$ cat src/rtl/piecewise_linear_float_function_unit_top_defines.svh
`ifndef PIECEWISE_LINEAR_FLOAT_FUNCTION_UNIT_TOP_DEFINES_SVH
`define PIECEWISE_LINEAR_FLOAT_FUNCTION_UNIT_TOP_DEFINES_SVH

// same-cycle implication
`define PWLF_ASSERT_IMPLY(label, clk, rst, ante, cons, msg) \
   label: assert property (@(posedge clk) disable iff (rst) (ante) |-> (cons)) \
      else $error(msg);

// next-cycle implication
`define PWLF_ASSERT_NEXT(label, clk, rst, ante, cons, msg) \
   label: assert property (@(posedge clk) disable iff (rst) (ante) |=> (cons)) \
      else $error(msg);

`endif

$ cat src/rtl/pwlf_pkg.sv
package pwlf_pkg;

   localparam int SEGMENTS   = 16;
   localparam int BANKS      = 4;
   localparam int BANK_DEPTH = BANKS * SEGMENTS;
   localparam int SEG_W      = (SEGMENTS > 1) ? $clog2(SEGMENTS) : 1;
   localparam int ADDR_W     = $clog2(BANK_DEPTH);

   localparam logic CMD_EVAL  = 1'b0;
   localparam logic CMD_WRITE = 1'b1;

   localparam logic [1:0] KIND_THRESHOLD = 2'd0;
   localparam logic [1:0] KIND_SLOPE     = 2'd1;
   localparam logic [1:0] KIND_OFFSET    = 2'd2;

   typedef enum logic [1:0] {
      FUNC_SQRT  = 2'd0,
      FUNC_LOG   = 2'd1,
      FUNC_RECIP = 2'd2,
      FUNC_RSQRT = 2'd3
   } func_type;

   localparam logic [31:0] QNAN_BITS      = 32'h7FC0_0000;
   localparam logic [31:0] POS_INF        = 32'h7F80_0000;
   localparam logic [31:0] NEG_INF        = 32'hFF80_0000;
   localparam logic [31:0] LN2_BITS       = 32'h3F31_7218;
   localparam logic [31:0] SQRT2_BITS     = 32'h3FB5_04F3;
   localparam logic [31:0] INV_SQRT2_BITS = 32'h3F35_04F3;

   typedef struct packed {
      logic             thr_en;
      logic             slope_en;
      logic             offset_en;
      logic [1:0]       bank;
      logic [SEG_W-1:0] seg;
      logic [31:0]      word;
   } wr_type;

   typedef struct packed {
      func_type    func;
      logic        sign;
      logic        par;
      logic        special;
      logic [31:0] spec_bits;
      logic [31:0] pow2_bits;
      logic [31:0] fe_bits;
   } ctl_type;

   function automatic logic [ADDR_W-1:0] coef_addr(input logic [1:0] bank,
                                                   input logic [SEG_W-1:0] seg);
      return ADDR_W'(int'(bank) * SEGMENTS + int'(seg));
   endfunction

   function automatic logic fp_is_nan(input logic [31:0] a);
      return a[30:0] > POS_INF[30:0];
   endfunction

   function automatic logic [5:0] lzc48(input logic [47:0] v);
      logic [5:0] n;
      logic       found;
      n = 6'd48;
      found = 1'b0;
      for (int i = 47; i >= 0; i--) begin
         if (!found && v[i]) begin
            n = 6'(47 - i);
            found = 1'b1;
         end
      end
      return n;
   endfunction

   function automatic logic [5:0] top_bit(input logic [47:0] v);
      return 6'd47 - lzc48(v);
   endfunction

   function automatic logic [31:0] round_pack(input logic s, input logic signed [11:0] e,
                                              input logic [47:0] sig);
      logic signed [11:0] be;
      logic [5:0]         sh;
      logic [95:0]        ext;
      logic [47:0]        shf;
      logic               stk;
      logic               inc;
      logic [7:0]         expf;
      logic [30:0]        mag;
      be = e + 12'sd127;
      if (be >= 12'sd255) return {s, POS_INF[30:0]};
      if (be >= 12'sd1) sh = 6'd0;
      else if (be < -12'sd62) sh = 6'd63;
      else sh = 6'(12'sd1 - be);
      ext = {sig, 48'd0} >> sh;
      shf = ext[95:48];
      stk = (|ext[47:0]) | (|shf[22:0]);
      expf = (be >= 12'sd1) ? be[7:0] : 8'd0;
      inc = shf[23] & (stk | shf[24]);
      mag = {expf, shf[46:24]} + 31'(inc);
      return {s, mag};
   endfunction

   function automatic logic [31:0] fp_mul(input logic [31:0] a, input logic [31:0] b);
      logic               s;
      logic               a_nan, b_nan, a_inf, b_inf, a_zero, b_zero;
      logic [7:0]         ea, eb;
      logic [23:0]        ma, mb;
      logic [47:0]        prod, sig;
      logic [5:0]         lz;
      logic signed [11:0] e;
      s = a[31] ^ b[31];
      a_nan = fp_is_nan(a);
      b_nan = fp_is_nan(b);
      a_inf = a[30:0] == POS_INF[30:0];
      b_inf = b[30:0] == POS_INF[30:0];
      a_zero = a[30:0] == 31'd0;
      b_zero = b[30:0] == 31'd0;
      if (a_nan || b_nan || (a_inf && b_zero) || (b_inf && a_zero)) return QNAN_BITS;
      if (a_inf || b_inf) return {s, POS_INF[30:0]};
      if (a_zero || b_zero) return {s, 31'd0};
      ea = (a[30:23] == 8'd0) ? 8'd1 : a[30:23];
      eb = (b[30:23] == 8'd0) ? 8'd1 : b[30:23];
      ma = {a[30:23] != 8'd0, a[22:0]};
      mb = {b[30:23] != 8'd0, b[22:0]};
      prod = ma * mb;
      lz = lzc48(prod);
      sig = prod << lz;
      e = $signed({4'd0, ea}) + $signed({4'd0, eb}) - 12'sd253 - $signed({6'd0, lz});
      return round_pack(s, e, sig);
   endfunction

   function automatic logic [31:0] fp_add(input logic [31:0] a, input logic [31:0] b);
      logic [31:0]        x, y;
      logic [7:0]         ex, ey, d;
      logic [23:0]        mx, my;
      logic [47:0]        ax, by0, by, r, sig;
      logic [95:0]        ext;
      logic [5:0]         lz;
      logic signed [11:0] e;
      if (fp_is_nan(a) || fp_is_nan(b)) return QNAN_BITS;
      if (a[30:0] == POS_INF[30:0] && b[30:0] == POS_INF[30:0] && a[31] != b[31])
         return QNAN_BITS;
      if (a[30:0] == POS_INF[30:0]) return a;
      if (b[30:0] == POS_INF[30:0]) return b;
      if (a[30:0] < b[30:0]) begin
         x = b;
         y = a;
      end else begin
         x = a;
         y = b;
      end
      ex = (x[30:23] == 8'd0) ? 8'd1 : x[30:23];
      ey = (y[30:23] == 8'd0) ? 8'd1 : y[30:23];
      mx = {x[30:23] != 8'd0, x[22:0]};
      my = {y[30:23] != 8'd0, y[22:0]};
      d = ex - ey;
      ax = {1'b0, mx, 23'd0};
      by0 = {1'b0, my, 23'd0};
      ext = {by0, 48'd0} >> ((d > 8'd63) ? 6'd63 : d[5:0]);
      by = ext[95:48] | {47'd0, |ext[47:0]};
      r = (x[31] == y[31]) ? ax + by : ax - by;
      if (r == 48'd0) return {x[31] & y[31], 31'd0};
      lz = lzc48(r);
      sig = r << lz;
      e = $signed({4'd0, ex}) - 12'sd126 - $signed({6'd0, lz});
      return round_pack(x[31], e, sig);
   endfunction

   function automatic logic [15:0] to_half(input logic [31:0] b);
      logic [15:0] sgn, h;
      logic [7:0]  e;
      logic [22:0] m;
      logic [12:0] rem;
      logic [23:0] mm, remw, half;
      logic [4:0]  shift;
      sgn = {b[31], 15'd0};
      e = b[30:23];
      m = b[22:0];
      if (b[30:0] > POS_INF[30:0]) return sgn | 16'h7E00;
      if (e >= 8'd143) return sgn | 16'h7C00;
      if (e >= 8'd113) begin
         h = {1'b0, 5'(e - 8'd112), m[22:13]};
         rem = m[12:0];
         if (rem > 13'h1000 || (rem == 13'h1000 && h[0])) h = h + 16'd1;
         return sgn | h;
      end
      if (e < 8'd102) return sgn;
      mm = {1'b1, m};
      shift = 5'(8'd126 - e);
      h = 16'(mm >> shift);
      remw = mm & ((24'd1 << shift) - 24'd1);
      half = 24'd1 << (shift - 5'd1);
      if (remw > half || (remw == half && h[0])) h = h + 16'd1;
      return sgn | h;
   endfunction

   function automatic logic [31:0] from_half(input logic [15:0] h);
      logic [31:0] sgn;
      logic [4:0]  ex;
      logic [9:0]  fr;
      logic [5:0]  p;
      logic [22:0] fs;
      sgn = {h[15], 31'd0};
      ex = h[14:10];
      fr = h[9:0];
      if (ex == 5'd31) return sgn | POS_INF | {9'd0, fr, 13'd0};
      if (ex != 5'd0) return sgn | {1'b0, 8'(ex) + 8'd112, fr, 13'd0};
      if (fr == 10'd0) return sgn;
      p = top_bit({38'd0, fr});
      fs = 23'({13'd0, fr} << (6'd23 - p));
      return sgn | {1'b0, 8'(p) + 8'd103, fs};
   endfunction

   function automatic logic [31:0] int_to_fp(input logic signed [8:0] e);
      logic        s;
      logic [7:0]  mag;
      logic [5:0]  p;
      logic [22:0] fs;
      if (e == 9'sd0) return 32'd0;
      s = e[8];
      mag = s ? 8'(-e) : 8'(e);
      p = top_bit({40'd0, mag});
      fs = 23'({15'd0, mag} << (6'd23 - p));
      return {s, 8'(p) + 8'd127, fs};
   endfunction

   function automatic logic [31:0] pow2_bits(input logic signed [9:0] n);
      if (n > 10'sd127) return POS_INF;
      if (n >= -10'sd126) return {1'b0, 8'(n + 10'sd127), 23'd0};
      if (n >= -10'sd149) return 32'd1 << 5'(n + 10'sd149);
      return 32'd0;
   endfunction

endpackage

$ cat src/rtl/pwlf_seg_sel.sv
module pwlf_seg_sel import pwlf_pkg::*; (
   input  logic             clock,
   input  logic             adv,
   input  wr_type           wr,
   input  logic [1:0]       rd_bank,
   input  logic [31:0]      m,
   output logic [SEG_W-1:0] seg_idx
);

   logic [31:0]         thr_ram [BANKS][SEGMENTS];
   logic [31:0]         row_ff [SEGMENTS];
   logic [SEGMENTS-1:0] hit;
   logic                found;

   // one row per bank, lane write per segment
   always_ff @(posedge clock) begin
      if (wr.thr_en) thr_ram[wr.bank][wr.seg] <= wr.word;
      if (adv) row_ff <= thr_ram[rd_bank];
   end

   // m is positive, so the float compare is an integer compare on non-nan positives
   always_comb begin
      for (int i = 0; i < SEGMENTS; i++) begin
         hit[i] = !row_ff[i][31] && (row_ff[i][30:0] >= m[30:0]) &&
                  (row_ff[i][30:0] <= POS_INF[30:0]);
      end
   end

   always_comb begin
      seg_idx = SEG_W'(SEGMENTS - 1);
      found = 1'b0;
      for (int i = 0; i < SEGMENTS; i++) begin
         if (!found && hit[i]) begin
            seg_idx = SEG_W'(i);
            found = 1'b1;
         end
      end
   end

endmodule

$ cat config.mk
export PLATFORM = sky130hd
export DESIGN_NAME = pwlf_seg_sel
export DESIGN_NICKNAME = d
export VERILOG_FILES = /design/src/rtl/piecewise_linear_float_function_unit_top_defines.svh /design/src/rtl/pwlf_pkg.sv /design/src/rtl/pwlf_seg_sel.sv
export SDC_FILE = /design/constraint.sdc
export NUM_CORES = 2
export LEC_CHECK = 0
export ABC_CLOCK_PERIOD_IN_PS = 4500
export BUFFER_PORTS_ARGS = -buffer_cell sky130_fd_sc_hd__buf_2
export CAP_MARGIN = 20
export CORE_UTILIZATION = 30
export CTS_BUF_LIST = sky130_fd_sc_hd__clkbuf_4 sky130_fd_sc_hd__clkbuf_8
export DETAILED_ROUTE_END_ITERATION = 6
export PLACE_DENSITY = 0.44
export SLEW_MARGIN = 20
export SYNTH_ARGS = -nofsm -noshare
export SYNTH_HDL_FRONTEND = slang
export SYNTH_SLANG_ARGS = --single-unit
$ cat constraint.sdc
create_clock -name clock -period 4.5 [get_ports clock]
set_clock_uncertainty 0.15 [all_clocks]
set_input_delay 0.675 -clock clock [delete_from_list [all_inputs] [get_ports clock]]
set_output_delay 0.675 -clock clock [all_outputs]
set_load 0.02 [all_outputs]
**Word-level counts from Yosys, hierarchy flattened**

Memories as Yosys holds them, arrays and structs flattened. A register that Yosys moved wholly into a read port is not among the register bits.
Cells that the tools add are included.

- Memories kept: 1
- Output and inout bits: 4
- Bits in writable memories: 2048
- Register bits after elaboration: 0
- Input port bits: 77
- Logic and storage cells: 150

Memories:

| name | words | width | rd ports | clocked after memory_dff | write ports | line | source |
|---|---|---|---|---|---|---|---|
| thr_ram | 4 | 512 | 1 | 1 | 1 | pwlf_seg_sel.sv:10 | `logic [31:0] thr_ram [BANKS][SEGMENTS];` |

- $lt $le $gt $ge: 34
- Muxes and demuxes: 35
- Bitwise gates (word level): 1
- Reductions and logical operators: 79

Operators by type and width:

| kind | count |
|---|---|
| 2-to-1 mux 512 bit | 1 |
| >= comparator 31 bit | 16 |
| <= comparator 31 bit (second input constant) | 16 |
| demux 32 bit (select 4 bit) | 1 |
| 2-to-1 mux 4 bit | 16 |
| logical AND 1 bit | 48 |
| 2-to-1 mux 32 bit | 1 |
| zero test 1 bit | 31 |
| 2-to-1 mux 1 bit | 16 |
| >= comparator 5 bit (second input constant) | 1 |
| less-than comparator 5 x 1 -> 1 bit (second input constant) | 1 |
| NOT 4 -> 5 bit | 1 |

**Longest topological paths before layout**

- Depth after elaboration: 49
- Mapped depth: 11
- Gate-level depth less buffers: 11

**Worst setup path before layout**

OpenSTA, ideal clock, no wires.

- Path type: input port to output port
- Start point: input m[24]
- End point: output seg_idx[0]
- Data arrival time: 3.172 ns
- Stages on the path: 10
- Setup slack: 0.503 ns
- Cell sequence: inv_1 -> ha_1 -> a2111o_1 -> a31oi_1 -> o21ai_0 -> o311ai_0 -> o21ai_0 -> a21oi_1 -> o221ai_1 -> a311oi_1

- Longest elaborated chain between the ends: 49

Ends and longest elaborated chain:

| item | line | source |
|---|---|---|
| from (decl) | pwlf_seg_sel.sv:6 | `input logic [31:0] m,` |
| >= comparator 31 bit | pwlf_seg_sel.sv:24 | `hit[i] = !row_ff[i][31] && (row_ff[i][30:0] >= m[30:0]) &&` |
| logical AND 1 bit (2 in a row) | pwlf_seg_sel.sv:24 |  |
| 2-to-1 mux 1 bit | pwlf_seg_sel.sv:33 | `if (!found && hit[i]) begin` |
| zero test 1 bit | pwlf_seg_sel.sv:33 |  |
| logical AND 1 bit | pwlf_seg_sel.sv:33 |  |
| 2-to-1 mux 1 bit | pwlf_seg_sel.sv:33 |  |
| zero test 1 bit | pwlf_seg_sel.sv:33 |  |
| logical AND 1 bit | pwlf_seg_sel.sv:33 |  |
| [32 not listed] | - |  |
| logical AND 1 bit | pwlf_seg_sel.sv:33 |  |
| 2-to-1 mux 1 bit | pwlf_seg_sel.sv:33 |  |
| zero test 1 bit | pwlf_seg_sel.sv:33 |  |
| logical AND 1 bit | pwlf_seg_sel.sv:33 |  |
| 2-to-1 mux 1 bit | pwlf_seg_sel.sv:33 |  |
| zero test 1 bit | pwlf_seg_sel.sv:33 |  |
| logical AND 1 bit | pwlf_seg_sel.sv:33 |  |
| 2-to-1 mux 4 bit * | pwlf_seg_sel.sv:33 |  |
| to (decl) | pwlf_seg_sel.sv:7 | `output logic [SEG_W-1:0] seg_idx` |

Every way passes the cells marked *; elsewhere a longest branch is shown, timed or not.

**Worst setup path after layout**

- Start point: register row_ff[177] (netlist name), read port of thr_ram
- End point: output seg_idx[1]

- Longest elaborated chain between the ends: 20

Ends and longest elaborated chain:

| item | line | source |
|---|---|---|
| from (decl) | pwlf_seg_sel.sv:11 | `logic [31:0] row_ff [SEGMENTS];` |
| >= comparator 31 bit | pwlf_seg_sel.sv:24 |  |
| logical AND 1 bit | pwlf_seg_sel.sv:24 |  |
| logical AND 1 bit * | pwlf_seg_sel.sv:24 |  |
| logical AND 1 bit * | pwlf_seg_sel.sv:33 |  |
| 2-to-1 mux 1 bit | pwlf_seg_sel.sv:33 |  |
| zero test 1 bit | pwlf_seg_sel.sv:33 |  |
| logical AND 1 bit | pwlf_seg_sel.sv:33 |  |
| 2-to-1 mux 1 bit | pwlf_seg_sel.sv:33 |  |
| [4 not listed] | - |  |
| logical AND 1 bit | pwlf_seg_sel.sv:33 |  |
| 2-to-1 mux 1 bit | pwlf_seg_sel.sv:33 |  |
| zero test 1 bit | pwlf_seg_sel.sv:33 |  |
| logical AND 1 bit | pwlf_seg_sel.sv:33 |  |
| 2-to-1 mux 1 bit | pwlf_seg_sel.sv:33 |  |
| zero test 1 bit | pwlf_seg_sel.sv:33 |  |
| logical AND 1 bit | pwlf_seg_sel.sv:33 |  |
| 2-to-1 mux 4 bit * | pwlf_seg_sel.sv:33 |  |

Marked as above.

==> impl_metrics.tcl <==
set metrics [dict create \
    p_total_mw 48.0 \
    cts_tree "done" \
    arrival_ns 4.22 \
    setup_viol 4 \
    crit_slowest_cell "or4_4" \
    whs_ns 0.0522 \
    start_kind "flop" \
    max-slew-margin-rel_pct 23.8 \
    hold_viol_final 0 \
    async_flop_share_pct 0 \
    routed_wl_um 284000 \
    port_buffers 77 \
    h-tree-depth 5 \
    drt_iter0_markers 4252 \
    maxSlewViolCount 0 \
    layout-drive-gt1-share_pct 31.4 \
    synth_warnings 0 \
    dp.cells 9009 \
    critical_path.max_stage_delay_ns 0.53 \
    powerDensity_nw_per_um2 423 \
    synth_seq_cells 2400 \
    first_pass_iters 6 \
    worst-path-max-fanout 3 \
    irDropWorstVdd_mv 0.261 \
    fillerInstances 29097 \
    overflow 0 \
    die_w_um 565 \
    finalCritPeriodShare_pct 112 \
    area_delta_synth_final_pct 19.3 \
    vias_per_cell 4.98 \
    synth_edf_count 2400 \
    pin_count 81 \
    synth_cell_types 72 \
    antenna_left 0 \
    rows 206 \
    die_area_um2 319000 \
    via_count 48741 \
    place_hpwl_um 171000 \
    final_common_cell "edfxtp_1" \
    numCtsBuffers 407 \
    max_slew.worst_pin.slew_ns 1.14 \
    synth_area_per_cell_um2 21.1 \
    rsz0062_at_grt "true" \
    required_ns 3.67 \
    end_kind "output port" \
    synth-seq-area-share_pct 75.7 \
    clockBufferDepth 4 \
    track_usage_pct 17.7 \
    synthCells 4504 \
    antenna_found_initial 39 \
    die_h_um 565 \
    crit_type "flop to output port" \
    start_util_pct 30.2 \
    seqCellArea_um2 72100 \
    final_cell_mix "2400 x edfxtp_1, 480 x mux4_2, 440 x ha_1" \
    gp_congestion 0.810 \
    grt_max_degree 77 \
    min_period_ns 5.05 \
    synth_flop_cell "edfxtp_1" \
    nets 5827 \
    cts_root_buf "clkbuf_8" \
    multiInputGateArea_um2 23600 \
    path_cells "ha_1, nand4_1, or4_4, a21oi_2, o21ai_2, a21oi_4, and3b_2, or3_4, a221oi_4, buf_6" \
    drc_errors 0 \
    syn_area_um2 95200 \
    cts.sinks 2400 \
    grt_pass1_wl_um 394000 \
    fin_cells 9793 \
    synth_nets 5046 \
    dpl_cell_area_um2 105000 \
    worst_slack_ns -0.547 \
    routedWlPerCell_um 28.9 \
    hold_class "primary input to flop" \
    first_global_vias 50542 \
    clk_pin_slew_worst_paths_ns 0.06 \
    clk_latency_ns 1.05 \
    design.core.area_um2 315000 \
    max_freq_ghz 0.198 \
    design_area_um2 114000 \
    violations "setup timing" \
    status "finished with violations" \
    drv_cap 0 \
    cellLeakagePower_nw 37.7 \
]
-- metal layers --
metal	global-route usage [%]	wire length (µm)	vias up
met5	0	20	-
met4	3.99	6060	2
met3	2.72	14800	416
met2	28.4	133000	1340
met1	25.2	130000	26203
li1	-	-	20780
-- critical path: cells and delay by family, from the launching register on --
family	cells	cell delay, ns
simple gates	4	1.35
compound gates	4	0.82
fa+ha+maj	1	0.34
flops	1	0.48
buf+inv	1	0.17
-- final timing paths --
kind | startpoint | endpoint | slack [ns] | depth (start not counted)
worst min register to register | thr_ram[2][412]$_DFFE_PP_ | row_ff[412]$_DFFE_PP_ | 0.44 | 1
worst min-delay path | adv | row_ff[244]$_DFFE_PP_ | 0.05 | 1
worst max-delay path | row_ff[177]$_DFFE_PP_ | seg_idx[1] | -0.55 | 10
worst max register to register | thr_ram[3][49]$_DFFE_PP_ | row_ff[49]$_DFFE_PP_ | 3.12 | 1
-- cells in the mapped netlist (3+ instances only) --
| master | count | area (µm²) |
|---|---|---|
| edfxtp_1 | 2400 | 72100 |
| mux4_2 | 480 | 10800 |
| ha_1 | 465 | 5820 |
| nor2_1 | 141 | 529 |
| a21oi_1 | 130 | 651 |
| nand4_1 | 102 | 638 |
| nand2_1 | 95 | 357 |
| nor4_1 | 78 | 488 |
| o21ai_0 | 75 | 375 |
| a21o_1 | 74 | 556 |
| buf_1 | 61 | 229 |
| inv_1 | 56 | 210 |
| nand3_1 | 47 | 235 |
| clkbuf_1 | 38 | 143 |
| nor3_1 | 23 | 115 |
| and4_1 | 21 | 184 |
| nor2b_1 | 17 | 106 |
| a211oi_1 | 16 | 120 |
| buf_2 | 16 | 80.1 |
| nand2b_1 | 15 | 93.8 |
| nor4b_1 | 15 | 131 |
| o211ai_1 | 15 | 113 |
| a221oi_1 | 10 | 87.6 |
| o31ai_1 | 9 | 67.6 |
| o21a_1 | 7 | 52.6 |
| a31oi_1 | 6 | 37.5 |
| o2111ai_1 | 5 | 43.8 |
| or2_2 | 5 | 31.3 |
| a221oi_2 | 4 | 60.1 |
| o21ai_1 | 4 | 20.0 |
| o21bai_1 | 4 | 30.0 |
| or3_1 | 4 | 25.0 |
| or4_1 | 4 | 30.0 |
| a2111oi_2 | 3 | 45.0 |
| a211o_1 | 3 | 26.3 |
| a221o_1 | 3 | 30.0 |
| a41oi_1 | 3 | 26.3 |
| and3_1 | 3 | 18.8 |
| and3b_1 | 3 | 26.3 |
-- report_power, final --
part	total (mW)	switching (mW)	internal (mW)
clock network	19.4	8.98	10.4
registers	25.3	0.269	25.1
logic	3.28	2.00	1.28
-- stage by stage --
| stage | setup TNS [ns] | util [%] | worst slack [ns] |
|---|---|---|---|
| after floorplan | 0 | - | 0.503 |
| after global routing | -2.54 | 36.0 | -0.737 |
| after CTS | -2.57 | 35.8 | -0.694 |
| after global placement | -2.87 | 33.2 | -1.12 |
| after detailed placement | -2.72 | 33.2 | -1.07 |
| final | -1.81 | 36.0 | -0.547 |
-- cell type report --
type / instances / share of cell area [%]
tap: 4160 / 4.58
multi-input combinational: 1933 / 20.7
antenna: 31 / 0.0683
inverter: 56 / 0.187
clock buffer: 524 / 5.73
timing repair buffer: 487 / 3.96
sequential: 2400 / 63.5
clock inverter: 202 / 1.26
-- kinds of logic after synthesis --
logic type / synth area share, %
and+or+nand+nor: 3.27
adders and majority gates: 6.11
DFF: 75.7
buffers and inverters: 0.696
muxes: 11.4
AOI/OAI and AO/OA: 2.82
-- registers in the layout, indices dropped and copies added, names as in the netlist --
register	cells
thr_ram	1920
row_ff	480
-- repair_timing --
item,4_1_cts,5_1_grt
pin swaps,34,28
gates cloned,0,0
hold endpoints to repair,77,8
hold buffers,5,1
buffers inserted,8,15
endpoints found under the setup margin,4,4
gates resized for setup,67,53
No activity file was read; power rests on OpenSTA's default activity.
